**config.mk**
```make
export PLATFORM = sky130hd
export DESIGN_NAME = aabb_pair_contact_manifold_flat
export DESIGN_NICKNAME = d
export VERILOG_FILES = /design/src/rtl/core/apcm_pkg.sv /design/src/rtl/core/apcm_if.sv /design/src/rtl/core/apcm_emitter.sv /design/src/rtl/core/aabb_pair_contact_manifold.sv /design/src/flat_wrapper.sv
export SDC_FILE = /design/constraint.sdc
export NUM_CORES = 2
export LEC_CHECK = 0
export BUFFER_PORTS_ARGS = -buffer_cell sky130_fd_sc_hd__buf_4
export CAP_MARGIN = 20
export CORE_AREA = 2 2 494 496
export CTS_CLUSTER_DIAMETER = 120
export CTS_CLUSTER_SIZE = 20
export DETAILED_ROUTE_END_ITERATION = 10
export DIE_AREA = 0 0 496 498
export HOLD_SLACK_MARGIN = 0.05
export PLACE_DENSITY = 0.68
export SYNTH_ARGS = -nofsm -noshare
export SYNTH_HDL_FRONTEND = slang
export SYNTH_HIERARCHICAL = 1
export SYNTH_SLANG_ARGS = --single-unit
```
**constraint.sdc**
```tcl
create_clock -name clock -period 38 [get_ports clock]
set_input_delay 3.8 -clock clock [delete_from_list [all_inputs] [get_ports clock]]
set_output_delay 3.8 -clock clock [all_outputs]
set_load 0.02 [all_outputs]
```
**src/rtl/core/apcm_pkg.sv**
```systemverilog
// Package for the box pair contact manifold: widths, coordinate types, the axis code,
// the manifold record and the helpers that widen, narrow and clamp values.
// No dependencies.
package apcm_pkg;

   localparam int unsigned CoordWidth  = 32;   // internal min/max width, wraps
   localparam int unsigned CenterWidth = 31;
   localparam int unsigned ExtentWidth = 30;
   localparam int unsigned PenWidth    = 31;
   localparam int unsigned OutWidth    = 32;
   localparam int unsigned NumAxes     = 3;
   localparam int unsigned NumContacts = 4;
   localparam int unsigned CountWidth  = $clog2(NumContacts);

   typedef logic signed [CenterWidth-1:0]  center_type;
   typedef logic        [ExtentWidth-1:0]  extent_type;
   typedef logic        [PenWidth-1:0]     pen_type;
   typedef logic signed [OutWidth-1:0]     out_coord_type;
   typedef logic signed [CoordWidth-1:0]   coord_type;
   typedef logic signed [CoordWidth:0]     span_type;   // overlap, or sum of two coords
   typedef logic signed [CoordWidth+1:0]   diff_type;   // difference of two sums
   typedef logic        [CountWidth-1:0]   count_type;

   typedef enum logic [1:0] {
      AxisX = 2'd0,
      AxisY = 2'd1,
      AxisZ = 2'd2
   } axis_type;

   // One box pair after axis selection, waiting to be sent as items.
   typedef struct packed {
      logic                         hit;
      pen_type                      penetration;
      axis_type                     axis;
      logic                         negative;
      coord_type                    plane;
      logic [NumAxes-1:0][CoordWidth-1:0] hi;
      logic [NumAxes-1:0][CoordWidth-1:0] lo;
   } manifold_type;

   function automatic coord_type center_to_coord(center_type v);
      logic signed [63:0] w;
      w = 64'(v);
      return coord_type'(w[CoordWidth-1:0]);
   endfunction

   function automatic coord_type extent_to_coord(extent_type v);
      logic [63:0] w;
      w = 64'(v);
      return coord_type'(w[CoordWidth-1:0]);
   endfunction

   function automatic out_coord_type coord_to_out(coord_type v);
      logic signed [63:0] w;
      w = 64'(v);
      return out_coord_type'(w[OutWidth-1:0]);
   endfunction

   function automatic span_type widen_span(coord_type v);
      return {v[CoordWidth-1], v};
   endfunction

   function automatic diff_type widen_diff(span_type v);
      return {v[CoordWidth], v};
   endfunction

   // Clamp an overlap depth to 0 .. 2^31-1.
   function automatic pen_type saturate_pen(span_type v);
      logic signed [64:0] w;
      w = 65'(v);
      if (w[64]) begin
         return '0;
      end else if (w[63:PenWidth] != '0) begin
         return '1;
      end else begin
         return w[PenWidth-1:0];
      end
   endfunction

endpackage

```
**src/rtl/core/apcm_if.sv**
```systemverilog
// Valid/ready channel interfaces for box pair items and contact result items.
// Depends on apcm_pkg.
interface apcm_req_if;
   logic                  valid;
   logic                  ready;
   apcm_pkg::center_type  src_center_x;
   apcm_pkg::center_type  src_center_y;
   apcm_pkg::center_type  src_center_z;
   apcm_pkg::extent_type  src_extent_x;
   apcm_pkg::extent_type  src_extent_y;
   apcm_pkg::extent_type  src_extent_z;
   apcm_pkg::center_type  tgt_center_x;
   apcm_pkg::center_type  tgt_center_y;
   apcm_pkg::center_type  tgt_center_z;
   apcm_pkg::extent_type  tgt_extent_x;
   apcm_pkg::extent_type  tgt_extent_y;
   apcm_pkg::extent_type  tgt_extent_z;

   modport source (
      output valid,
      input  ready,
      output src_center_x, src_center_y, src_center_z,
      output src_extent_x, src_extent_y, src_extent_z,
      output tgt_center_x, tgt_center_y, tgt_center_z,
      output tgt_extent_x, tgt_extent_y, tgt_extent_z
   );
   modport sink (
      input  valid,
      output ready,
      input  src_center_x, src_center_y, src_center_z,
      input  src_extent_x, src_extent_y, src_extent_z,
      input  tgt_center_x, tgt_center_y, tgt_center_z,
      input  tgt_extent_x, tgt_extent_y, tgt_extent_z
   );
endinterface

interface apcm_rsp_if;
   logic                     valid;
   logic                     ready;
   logic                     hit;
   apcm_pkg::pen_type        penetration;
   logic [1:0]               normal_axis;
   logic                     normal_negative;
   apcm_pkg::out_coord_type  contact_x;
   apcm_pkg::out_coord_type  contact_y;
   apcm_pkg::out_coord_type  contact_z;
   logic                     last_result;

   modport source (
      output valid,
      input  ready,
      output hit, penetration, normal_axis, normal_negative,
      output contact_x, contact_y, contact_z, last_result
   );
   modport sink (
      input  valid,
      output ready,
      input  hit, penetration, normal_axis, normal_negative,
      input  contact_x, contact_y, contact_z, last_result
   );
endinterface

```
**src/rtl/core/apcm_emitter.sv**
```systemverilog
// Result stage: holds one manifold and sends it as one miss item or four contact items.
// Depends on apcm_pkg and apcm_rsp_if.
module apcm_emitter (
   input  logic                    clock,
   input  logic                    reset,
   input  logic                    load_valid,
   input  apcm_pkg::manifold_type  load_data,
   output logic                    take,
   apcm_rsp_if.source              rsp
);

   logic                    valid_ff, valid_in;
   apcm_pkg::manifold_type  mf_ff, mf_in;
   apcm_pkg::count_type     count_ff, count_in;
   logic                    last;
   apcm_pkg::coord_type     pick0, pick1, cx, cy, cz;

   assign last = !mf_ff.hit || (count_ff == apcm_pkg::count_type'(apcm_pkg::NumContacts - 1));
   assign take = !valid_ff || (rsp.ready && last);

   always_comb begin
      valid_in = valid_ff;
      mf_in    = mf_ff;
      count_in = count_ff;
      if (take) begin
         valid_in = load_valid;
         mf_in    = load_data;
         count_in = '0;
      end else if (rsp.ready) begin
         count_in = count_ff + 1'b1;
      end
   end

   always_ff @(posedge clock) begin
      if (reset) begin
         valid_ff <= 1'b0;
         count_ff <= '0;
      end else begin
         valid_ff <= valid_in;
         count_ff <= count_in;
      end
      mf_ff <= mf_in;
   end

   // First free axis follows count bit 0, second free axis count bit 1.
   always_comb begin
      pick0 = '0;
      pick1 = '0;
      cx    = '0;
      cy    = '0;
      cz    = '0;
      unique case (mf_ff.axis)
         apcm_pkg::AxisX: begin
            pick0 = count_ff[0] ? mf_ff.lo[1] : mf_ff.hi[1];
            pick1 = count_ff[1] ? mf_ff.lo[2] : mf_ff.hi[2];
            cx = mf_ff.plane;  cy = pick0;  cz = pick1;
         end
         apcm_pkg::AxisY: begin
            pick0 = count_ff[0] ? mf_ff.lo[0] : mf_ff.hi[0];
            pick1 = count_ff[1] ? mf_ff.lo[2] : mf_ff.hi[2];
            cx = pick0;  cy = mf_ff.plane;  cz = pick1;
         end
         apcm_pkg::AxisZ: begin
            pick0 = count_ff[0] ? mf_ff.lo[0] : mf_ff.hi[0];
            pick1 = count_ff[1] ? mf_ff.lo[1] : mf_ff.hi[1];
            cx = pick0;  cy = pick1;  cz = mf_ff.plane;
         end
         default: begin
            cx = '0;
         end
      endcase
      if (!mf_ff.hit) begin
         cx = '0;
         cy = '0;
         cz = '0;
      end
   end

   assign rsp.valid           = valid_ff;
   assign rsp.hit             = mf_ff.hit;
   assign rsp.penetration     = mf_ff.penetration;
   assign rsp.normal_axis     = mf_ff.axis;
   assign rsp.normal_negative = mf_ff.negative;
   assign rsp.contact_x       = apcm_pkg::coord_to_out(cx);
   assign rsp.contact_y       = apcm_pkg::coord_to_out(cy);
   assign rsp.contact_z       = apcm_pkg::coord_to_out(cz);
   assign rsp.last_result     = last;

`ifndef ASSERT_OFF
   a_miss_single: assert property (@(posedge clock) disable iff (reset)
      rsp.valid && !rsp.hit |-> rsp.last_result && rsp.penetration == '0)
      else $error("miss item not final or has depth");
   a_burst_continues: assert property (@(posedge clock) disable iff (reset)
      rsp.valid && rsp.ready && !rsp.last_result |=> rsp.valid && rsp.hit)
      else $error("contact burst cut short");
   a_burst_shared: assert property (@(posedge clock) disable iff (reset)
      rsp.valid && rsp.ready && !rsp.last_result |=>
         $stable(rsp.penetration) && $stable(rsp.normal_axis) && $stable(rsp.normal_negative))
      else $error("depth or normal changed within a burst");
   a_empty_takes: assert property (@(posedge clock) disable iff (reset)
      !rsp.valid |-> take)
      else $error("empty result stage refused a manifold");
`endif

endmodule

```
**src/rtl/core/aabb_pair_contact_manifold.sv**
```systemverilog
// Box pair contact manifold, top level: min/max stage, overlap stage, axis pick
// into the result stage. Depends on apcm_pkg, apcm_if and apcm_emitter.
// A pair passes the min/max and overlap stage registers and then the result stage register.
// Throughput: a new pair every cycle into the pipe while the result stage takes pairs;
// the result stage sends one item a cycle while rsp.ready is high: four per hit, one per miss.
// Reset: synchronous, active high; clears all stage valids and the item counter.
module aabb_pair_contact_manifold (
   input  logic        clock,
   input  logic        reset,
   apcm_req_if.sink    req,
   apcm_rsp_if.source  rsp
);

   localparam int unsigned N = apcm_pkg::NumAxes;

   // ---------------------------------------------------------------
   // Pipe control: each stage moves when the one after it has room.
   // ---------------------------------------------------------------
   logic va_ff, va_in;     // min/max stage
   logic vb_ff, vb_in;     // overlap stage
   logic en_a, en_b, take;

   assign en_b      = !vb_ff || take;
   assign en_a      = !va_ff || en_b;
   assign req.ready = en_a;
   assign va_in     = en_a ? req.valid : va_ff;
   assign vb_in     = en_b ? va_ff : vb_ff;

   always_ff @(posedge clock) begin
      if (reset) begin
         va_ff <= 1'b0;
         vb_ff <= 1'b0;
      end else begin
         va_ff <= va_in;
         vb_ff <= vb_in;
      end
   end

   // ---------------------------------------------------------------
   // Stage A: box corners, min = c - e, max = c + e, wrapped to coord width.
   // ---------------------------------------------------------------
   apcm_pkg::coord_type sc [N];
   apcm_pkg::coord_type se [N];
   apcm_pkg::coord_type tc [N];
   apcm_pkg::coord_type te [N];
   apcm_pkg::coord_type smin_ff [N], smin_in [N];
   apcm_pkg::coord_type smax_ff [N], smax_in [N];
   apcm_pkg::coord_type tmin_ff [N], tmin_in [N];
   apcm_pkg::coord_type tmax_ff [N], tmax_in [N];

   always_comb begin
      sc[0] = apcm_pkg::center_to_coord(req.src_center_x);
      sc[1] = apcm_pkg::center_to_coord(req.src_center_y);
      sc[2] = apcm_pkg::center_to_coord(req.src_center_z);
      se[0] = apcm_pkg::extent_to_coord(req.src_extent_x);
      se[1] = apcm_pkg::extent_to_coord(req.src_extent_y);
      se[2] = apcm_pkg::extent_to_coord(req.src_extent_z);
      tc[0] = apcm_pkg::center_to_coord(req.tgt_center_x);
      tc[1] = apcm_pkg::center_to_coord(req.tgt_center_y);
      tc[2] = apcm_pkg::center_to_coord(req.tgt_center_z);
      te[0] = apcm_pkg::extent_to_coord(req.tgt_extent_x);
      te[1] = apcm_pkg::extent_to_coord(req.tgt_extent_y);
      te[2] = apcm_pkg::extent_to_coord(req.tgt_extent_z);
      for (int a = 0; a < N; a++) begin
         smin_in[a] = sc[a] - se[a];
         smax_in[a] = sc[a] + se[a];
         tmin_in[a] = tc[a] - te[a];
         tmax_in[a] = tc[a] + te[a];
      end
   end

   always_ff @(posedge clock) begin
      if (en_a) begin
         smin_ff <= smin_in;
         smax_ff <= smax_in;
         tmin_ff <= tmin_in;
         tmax_ff <= tmax_in;
      end
   end

   // ---------------------------------------------------------------
   // Stage B: inclusive separation test, overlap interval, depth, and
   // the corner sums used for the normal sign.
   // ---------------------------------------------------------------
   logic                hit_ff, hit_in;
   logic [N-1:0]        sep;
   apcm_pkg::coord_type hi_ff [N], hi_in [N];
   apcm_pkg::coord_type lo_ff [N], lo_in [N];
   apcm_pkg::span_type  ov_ff [N], ov_in [N];
   apcm_pkg::span_type  ssum_ff [N], ssum_in [N];
   apcm_pkg::span_type  tsum_ff [N], tsum_in [N];
   apcm_pkg::coord_type bsmin_ff [N], bsmax_ff [N];

   always_comb begin
      for (int a = 0; a < N; a++) begin
         sep[a]     = (smin_ff[a] > tmax_ff[a]) || (tmin_ff[a] > smax_ff[a]);
         hi_in[a]   = (smax_ff[a] < tmax_ff[a]) ? smax_ff[a] : tmax_ff[a];
         lo_in[a]   = (smin_ff[a] > tmin_ff[a]) ? smin_ff[a] : tmin_ff[a];
         ov_in[a]   = apcm_pkg::widen_span(hi_in[a]) - apcm_pkg::widen_span(lo_in[a]);
         ssum_in[a] = apcm_pkg::widen_span(smax_ff[a]) + apcm_pkg::widen_span(smin_ff[a]);
         tsum_in[a] = apcm_pkg::widen_span(tmax_ff[a]) + apcm_pkg::widen_span(tmin_ff[a]);
      end
      hit_in = !(|sep);
   end

   always_ff @(posedge clock) begin
      if (en_b) begin
         hit_ff   <= hit_in;
         hi_ff    <= hi_in;
         lo_ff    <= lo_in;
         ov_ff    <= ov_in;
         ssum_ff  <= ssum_in;
         tsum_ff  <= tsum_in;
         bsmin_ff <= smin_ff;
         bsmax_ff <= smax_ff;
      end
   end

   // ---------------------------------------------------------------
   // Stage C: least overlap (ties to the later axis), clamp, normal sign
   // from twice the centre difference, face plane; feeds the result stage.
   // ---------------------------------------------------------------
   apcm_pkg::span_type     pen_w;
   apcm_pkg::axis_type     axis;
   logic [N-1:0]           dneg;
   apcm_pkg::diff_type     dif [N];
   logic                   neg;
   apcm_pkg::coord_type    plane;
   apcm_pkg::manifold_type mf;

   always_comb begin
      for (int a = 0; a < N; a++) begin
         dif[a]  = apcm_pkg::widen_diff(tsum_ff[a]) - apcm_pkg::widen_diff(ssum_ff[a]);
         dneg[a] = dif[a][apcm_pkg::CoordWidth+1];
      end

      pen_w = ov_ff[0];
      axis  = apcm_pkg::AxisX;
      if (ov_ff[1] <= pen_w) begin
         pen_w = ov_ff[1];
         axis  = apcm_pkg::AxisY;
      end
      if (ov_ff[2] <= pen_w) begin
         pen_w = ov_ff[2];
         axis  = apcm_pkg::AxisZ;
      end

      unique case (axis)
         apcm_pkg::AxisX: begin
            neg   = dneg[0];
            plane = dneg[0] ? bsmin_ff[0] : bsmax_ff[0];
         end
         apcm_pkg::AxisY: begin
            neg   = dneg[1];
            plane = dneg[1] ? bsmin_ff[1] : bsmax_ff[1];
         end
         apcm_pkg::AxisZ: begin
            neg   = dneg[2];
            plane = dneg[2] ? bsmin_ff[2] : bsmax_ff[2];
         end
         default: begin
            neg   = 1'b0;
            plane = '0;
         end
      endcase

      mf.hit = hit_ff;
      for (int a = 0; a < N; a++) begin
         mf.hi[a] = hi_ff[a];
         mf.lo[a] = lo_ff[a];
      end
      if (hit_ff) begin
         mf.penetration = apcm_pkg::saturate_pen(pen_w);
         mf.axis        = axis;
         mf.negative    = neg;
         mf.plane       = plane;
      end else begin
         // a miss reports zero depth along +x
         mf.penetration = '0;
         mf.axis        = apcm_pkg::AxisX;
         mf.negative    = 1'b0;
         mf.plane       = '0;
      end
   end

   // ---------------------------------------------------------------
   // Result stage: one miss item or four contact items per pair.
   // ---------------------------------------------------------------
   apcm_emitter u_emitter (
      .clock      (clock),
      .reset      (reset),
      .load_valid (vb_ff),
      .load_data  (mf),
      .take       (take),
      .rsp        (rsp)
   );

`ifndef ASSERT_OFF
   a_stall_holds_b: assert property (@(posedge clock) disable iff (reset)
      vb_ff && !take |=> vb_ff && $stable(hit_ff))
      else $error("overlap stage lost a pair while stalled");
   a_ready_when_a_empty: assert property (@(posedge clock) disable iff (reset)
      !va_ff |-> req.ready)
      else $error("input refused with empty first stage");
   a_no_overwrite_a: assert property (@(posedge clock) disable iff (reset)
      va_ff && !en_b |=> va_ff)
      else $error("first stage dropped a pair");
`endif

endmodule
```
**src/flat_wrapper.sv**
```systemverilog
// flat-port wrapper written by rule: the top's interface ports become plain ports
module aabb_pair_contact_manifold_flat 
  (clock, reset, req_valid, req_ready, req_src_center_x, req_src_center_y, req_src_center_z, req_src_extent_x, req_src_extent_y, req_src_extent_z, req_tgt_center_x, req_tgt_center_y, req_tgt_center_z, req_tgt_extent_x, req_tgt_extent_y, req_tgt_extent_z, rsp_valid, rsp_ready, rsp_hit, rsp_penetration, rsp_normal_axis, rsp_normal_negative, rsp_contact_x, rsp_contact_y, rsp_contact_z, rsp_last_result);
  apcm_req_if req_i ();
  apcm_rsp_if rsp_i ();
  input  logic clock;
  input  logic reset;
  input wire logic [$bits(req_i.valid)-1:0] req_valid;
  output wire logic [$bits(req_i.ready)-1:0] req_ready;
  input wire logic [$bits(req_i.src_center_x)-1:0] req_src_center_x;
  input wire logic [$bits(req_i.src_center_y)-1:0] req_src_center_y;
  input wire logic [$bits(req_i.src_center_z)-1:0] req_src_center_z;
  input wire logic [$bits(req_i.src_extent_x)-1:0] req_src_extent_x;
  input wire logic [$bits(req_i.src_extent_y)-1:0] req_src_extent_y;
  input wire logic [$bits(req_i.src_extent_z)-1:0] req_src_extent_z;
  input wire logic [$bits(req_i.tgt_center_x)-1:0] req_tgt_center_x;
  input wire logic [$bits(req_i.tgt_center_y)-1:0] req_tgt_center_y;
  input wire logic [$bits(req_i.tgt_center_z)-1:0] req_tgt_center_z;
  input wire logic [$bits(req_i.tgt_extent_x)-1:0] req_tgt_extent_x;
  input wire logic [$bits(req_i.tgt_extent_y)-1:0] req_tgt_extent_y;
  input wire logic [$bits(req_i.tgt_extent_z)-1:0] req_tgt_extent_z;
  output wire logic [$bits(rsp_i.valid)-1:0] rsp_valid;
  input wire logic [$bits(rsp_i.ready)-1:0] rsp_ready;
  output wire logic [$bits(rsp_i.hit)-1:0] rsp_hit;
  output wire logic [$bits(rsp_i.penetration)-1:0] rsp_penetration;
  output wire logic [$bits(rsp_i.normal_axis)-1:0] rsp_normal_axis;
  output wire logic [$bits(rsp_i.normal_negative)-1:0] rsp_normal_negative;
  output wire logic [$bits(rsp_i.contact_x)-1:0] rsp_contact_x;
  output wire logic [$bits(rsp_i.contact_y)-1:0] rsp_contact_y;
  output wire logic [$bits(rsp_i.contact_z)-1:0] rsp_contact_z;
  output wire logic [$bits(rsp_i.last_result)-1:0] rsp_last_result;
  assign req_i.valid = req_valid;
  assign req_ready = req_i.ready;
  assign req_i.src_center_x = req_src_center_x;
  assign req_i.src_center_y = req_src_center_y;
  assign req_i.src_center_z = req_src_center_z;
  assign req_i.src_extent_x = req_src_extent_x;
  assign req_i.src_extent_y = req_src_extent_y;
  assign req_i.src_extent_z = req_src_extent_z;
  assign req_i.tgt_center_x = req_tgt_center_x;
  assign req_i.tgt_center_y = req_tgt_center_y;
  assign req_i.tgt_center_z = req_tgt_center_z;
  assign req_i.tgt_extent_x = req_tgt_extent_x;
  assign req_i.tgt_extent_y = req_tgt_extent_y;
  assign req_i.tgt_extent_z = req_tgt_extent_z;
  assign rsp_valid = rsp_i.valid;
  assign rsp_i.ready = rsp_ready;
  assign rsp_hit = rsp_i.hit;
  assign rsp_penetration = rsp_i.penetration;
  assign rsp_normal_axis = rsp_i.normal_axis;
  assign rsp_normal_negative = rsp_i.normal_negative;
  assign rsp_contact_x = rsp_i.contact_x;
  assign rsp_contact_y = rsp_i.contact_y;
  assign rsp_contact_z = rsp_i.contact_z;
  assign rsp_last_result = rsp_i.last_result;
  aabb_pair_contact_manifold u_core (.clock(clock), .reset(reset), .req(req_i), .rsp(rsp_i));
endmodule
```
==> results by group <==
Floorplanning
  • Core ar.: 242000 um2
  • Io pins: 504
  • FP Rows: 181
  • Die area: 247000 um2
  • Die X: approximately 500 um
  • Die height: 498 um
  • Initial cell density of the core: 0.398

Pwr
  • Worst-case vdd ir drop: between 0.05 and 0.06 mV
  • PwrDens: 71.6 nW/um2
  • Pleak: 46.2 nW
  • Combinational share of power: 0.530
  • Sequential Power Share: 0.356
  • Internal Power: approximately 4.3 mW
  • Sw Share: 0.432
  • Switch Pwr: around 3.3 mW
  • Clock power share: 0.115

Worst setup path
  • R2r endpoint: u_core/ov_ff[93]
  • Worst Setup Start Kind: input pin
  • Most common cell on crit path: buf_4
  • Classification of the worst setup path: in -> out
  • Crit path to: req_ready
  • CP cell instances: buf_4 -> inv_1 -> o21ai_4 -> nor2b_1 -> nand2_4 -> buf_4
  • Critical Path AT: 5.73 ns
  • Reg2reg setup slack: 30.46 ns
  • CP peak stage delay: 0.71 ns
  • Critical Path RT: 34.20 ns
  • Worst Setup SP: rsp_ready
  • Crit. End Element: output port
  • RR Startpoint: u_core/smin_ff[95]
  • Register-to-Register Path Depth: 19
  • Critical path's slowest cell: o21ai_4
  • Max Fanout on Critical Path: 31

Cells and area
  • Util after Layout: 0.435
  • Ratio of cells with drive above 1 in the final layout: 0.0952
  • Final cell count without fillers: 12800
  • Syn-to-layout area delta: 9.16%
  • Most common cell after layout, fill and taps aside: edfxtp_1
  • Commonest non-fill, non-tap cells in the layout: edfxtp_1 (1310), ha_1 (1185), inv_1 (904)
  • Post-layout net count: around 11000

Timing
  • Crit share post-route: 0.251
  • RSZ-0062 raised after global routing: false
  • Fin. Hold Viols: 0
  • Tightest Pin Transition: 1.23 ns
  • Period minus WS final: approximately 9.5 ns
  • Final worst-path setup slack: 28.47 ns
  • Clk_skew: 0.0558 ns
  • Achievable clock frequency: 0.105 GHz
  • Setup TNS: 0 ns
  • Final setup viols: 0
  • Rel. slew slack: 0.174
  • Max Slew Vio Count: 0

Global route
  • First-pass GRT wire length: roughly 450000 um
  • Vias in the first global route: around 71000
  • Largest net degree at the start of global routing: 165
  • GRT overflow: 0
  • Antenna violations before repair: 18
  • GRT Total Usage: 0.242

Clocking
  • Clock slew at reported path FFs: 0.09 ns
  • Total CTS buffers: 76
  • Post-CTS Hold Fix Bufs: 0
  • Root Buffer: clkbuf_16
  • CTS sink cnt: 1315
  • CTS tree: yes
  • Clock Latency Late Sink: 0.74 ns
  • CTS HTree Levels: 3
  • Post-cts resize count: 0
  • Setup repair bufs after CTS: 0
  • Clk buf depth: 3

Route
  • DRT iter0 DRCs: 7456
  • DRT Pass-1 Iters: 8
  • Via count: 74200
  • Residual DRC: 0
  • ANT nets after route: 0
  • Vias/cell: 5.78
  • Post-Route WL: 310000 um
  • WL per Instance: 24.1 um

Place
  • Placer congestion estimate: 0.978
  • Setup WS pre-CTS: approximately 28 ns
  • Inst Count DP: approximately 13000
  • Post-DP HPWL: 250000 um
  • Input/output buffers: 503

Synth
  • Async set-reset flop share out of synthesis: 0
  • Synth Flop Type: edfxtp_1
  • Syn Nets: 10900
  • #FFs+latches synth: 1315
  • Yosys warnings: 6
  • Distinct cell type count after synthesis: 93
  • Syn Inst Count: approximately 9400
  • Cell Area, Synth: 96300 um2
  • EDFF count, synth: 1310
  • Sequential fraction of the synthesis area: 0.409
  • Avg Inst Size Synth: slightly above 10 um2

Hold path
  • Hold Crit Class: reg -> reg

Status
  • Run status: finished, final reports clean

Run
  • MaxCap Viol Count: 0
-- metal layers --
layer,track usage,up-vias,share of wire
met2,0.396,2964,0.46
met5,0,-,0.00016
li1,-,35100,-
met1,0.306,35600,0.40
met4,0.137,8,0.065
met3,0.0333,566,0.069
-- layout make-up --
type                            count  area, um2
Timing Repair Buffer              559       4230
Tap cell                         3202       4010
Clock buffer                       79       1960
Multi-Input combinational cell   6768      52000
Sequential cell                  1315      39400
Clock inverter                     12        114
Antenna cell                        4       10.0
Fill cell                       22700     137000
Inverter                          906       3410
-- registers in the layout (all words and copies together) (netlist names), 2 cells and up --
name                              count
u_core/bsmin_ff                      96
u_core/smax_ff                       93
u_core/tsum_ff                       96
u_core/smin_ff                       96
u_core/u_emitter/rsp.normal_axis      2
u_core/u_emitter/rsp.penetration     31
u_core/ov_ff                         99
u_core/tmin_ff                       96
u_core/tmax_ff                       93
u_core/u_emitter/count_ff             2
u_core/ssum_ff                       96
u_core/bsmax_ff                      93
u_core/hi_ff                         96
u_core/u_emitter/mf_ff              224
u_core/lo_ff                         96
-- synth_stat cells (48+ instances only) --
| library cell | n | area, um2 |
|---|---|---|
| and3_1 | 88 | 551 |
| nor2_1 | 691 | 2590 |
| nor3_1 | 133 | 666 |
| nand2_1 | 324 | 1220 |
| xor2_1 | 114 | 998 |
| inv_1 | 906 | 3400 |
| mux2i_1 | 313 | 3130 |
| a21oi_1 | 670 | 3350 |
| nor2b_1 | 126 | 788 |
| o21a_1 | 130 | 976 |
| a31oi_1 | 71 | 444 |
| nand2b_1 | 140 | 876 |
| a22oi_1 | 51 | 383 |
| o21bai_1 | 89 | 668 |
| nand4_1 | 135 | 845 |
| a211oi_1 | 106 | 796 |
| o211ai_1 | 52 | 390 |
| mux2_2 | 106 | 1190 |
| xnor2_1 | 419 | 3670 |
| clkbuf_1 | 271 | 1020 |
| o21ai_0 | 339 | 1700 |
| edfxtp_1 | 1310 | 39300 |
| nor4_1 | 69 | 432 |
| o221ai_1 | 48 | 420 |
| o22ai_1 | 83 | 519 |
| nand3_1 | 169 | 846 |
| ha_1 | 1187 | 14900 |
| a21o_1 | 394 | 2960 |
-- worst min-delay path by stage --
stage,from,to,slack [ns],cells past startpoint
6_report,u_core/lo_ff[33],u_core/u_emitter/mf_ff[33],0.41,0
5_1_grt,u_core/hi_ff[76],u_core/u_emitter/mf_ff[108],0.42,0
4_1_cts,u_core/lo_ff[20],u_core/u_emitter/mf_ff[84],0.40,0
3_5_place_dp,u_core/hi_ff[69],u_core/u_emitter/mf_ff[101],0.40,0
3_3_place_gp,u_core/hi_ff[53],u_core/u_emitter/mf_ff[149],0.40,0
2_1_floorplan,u_core/lo_ff[64],u_core/u_emitter/mf_ff[0],0.40,0
-- cells by family after synthesis --
| group | synth area share |
|---|---|
| buffers and inverters | 0.0528 |
| xor gates and xnor gates | 0.0485 |
| muxes | 0.0485 |
| and+or+nand+nor | 0.109 |
| adders and majority gates | 0.159 |
| DFF | 0.409 |
| AOI/OAI and AO/OA | 0.173 |
-- stage by stage --
| step | instance area (um2) | power [mW] | hold slack [ns] |
|---|---|---|---|
| 5_1_grt | 105000 | 8.00 | 0.420 |
| 3_5_place_dp | 103000 | 6.59 | 0.405 |
| 4_1_cts | 105000 | 7.47 | 0.402 |
| 3_3_place_gp | 103000 | 6.49 | 0.400 |
| 2_1_floorplan | 96300 | 5.28 | 0.400 |
| 6_report | 105000 | 7.53 | 0.408 |
-- power groups by stage --
stage | clock network (mW) | logic, mW | registers, mW
final | 0.863 | 3.99 | 2.68
after global routing | 0.930 | 4.35 | 2.72
after CTS | 0.883 | 3.92 | 2.67
after detailed placement | 0 | 3.88 | 2.70
after global placement | 0 | 3.80 | 2.69
after floorplan | 0 | 2.78 | 2.50
-- worst max-delay path, delay by kind of cell --
kind	cells	cell delay, ns
and+or+nand+nor	2	0.68
AOI/OAI and AO/OA	1	0.71
buffers and inverters	3	0.46
Power figures use the tool's default switching activity.
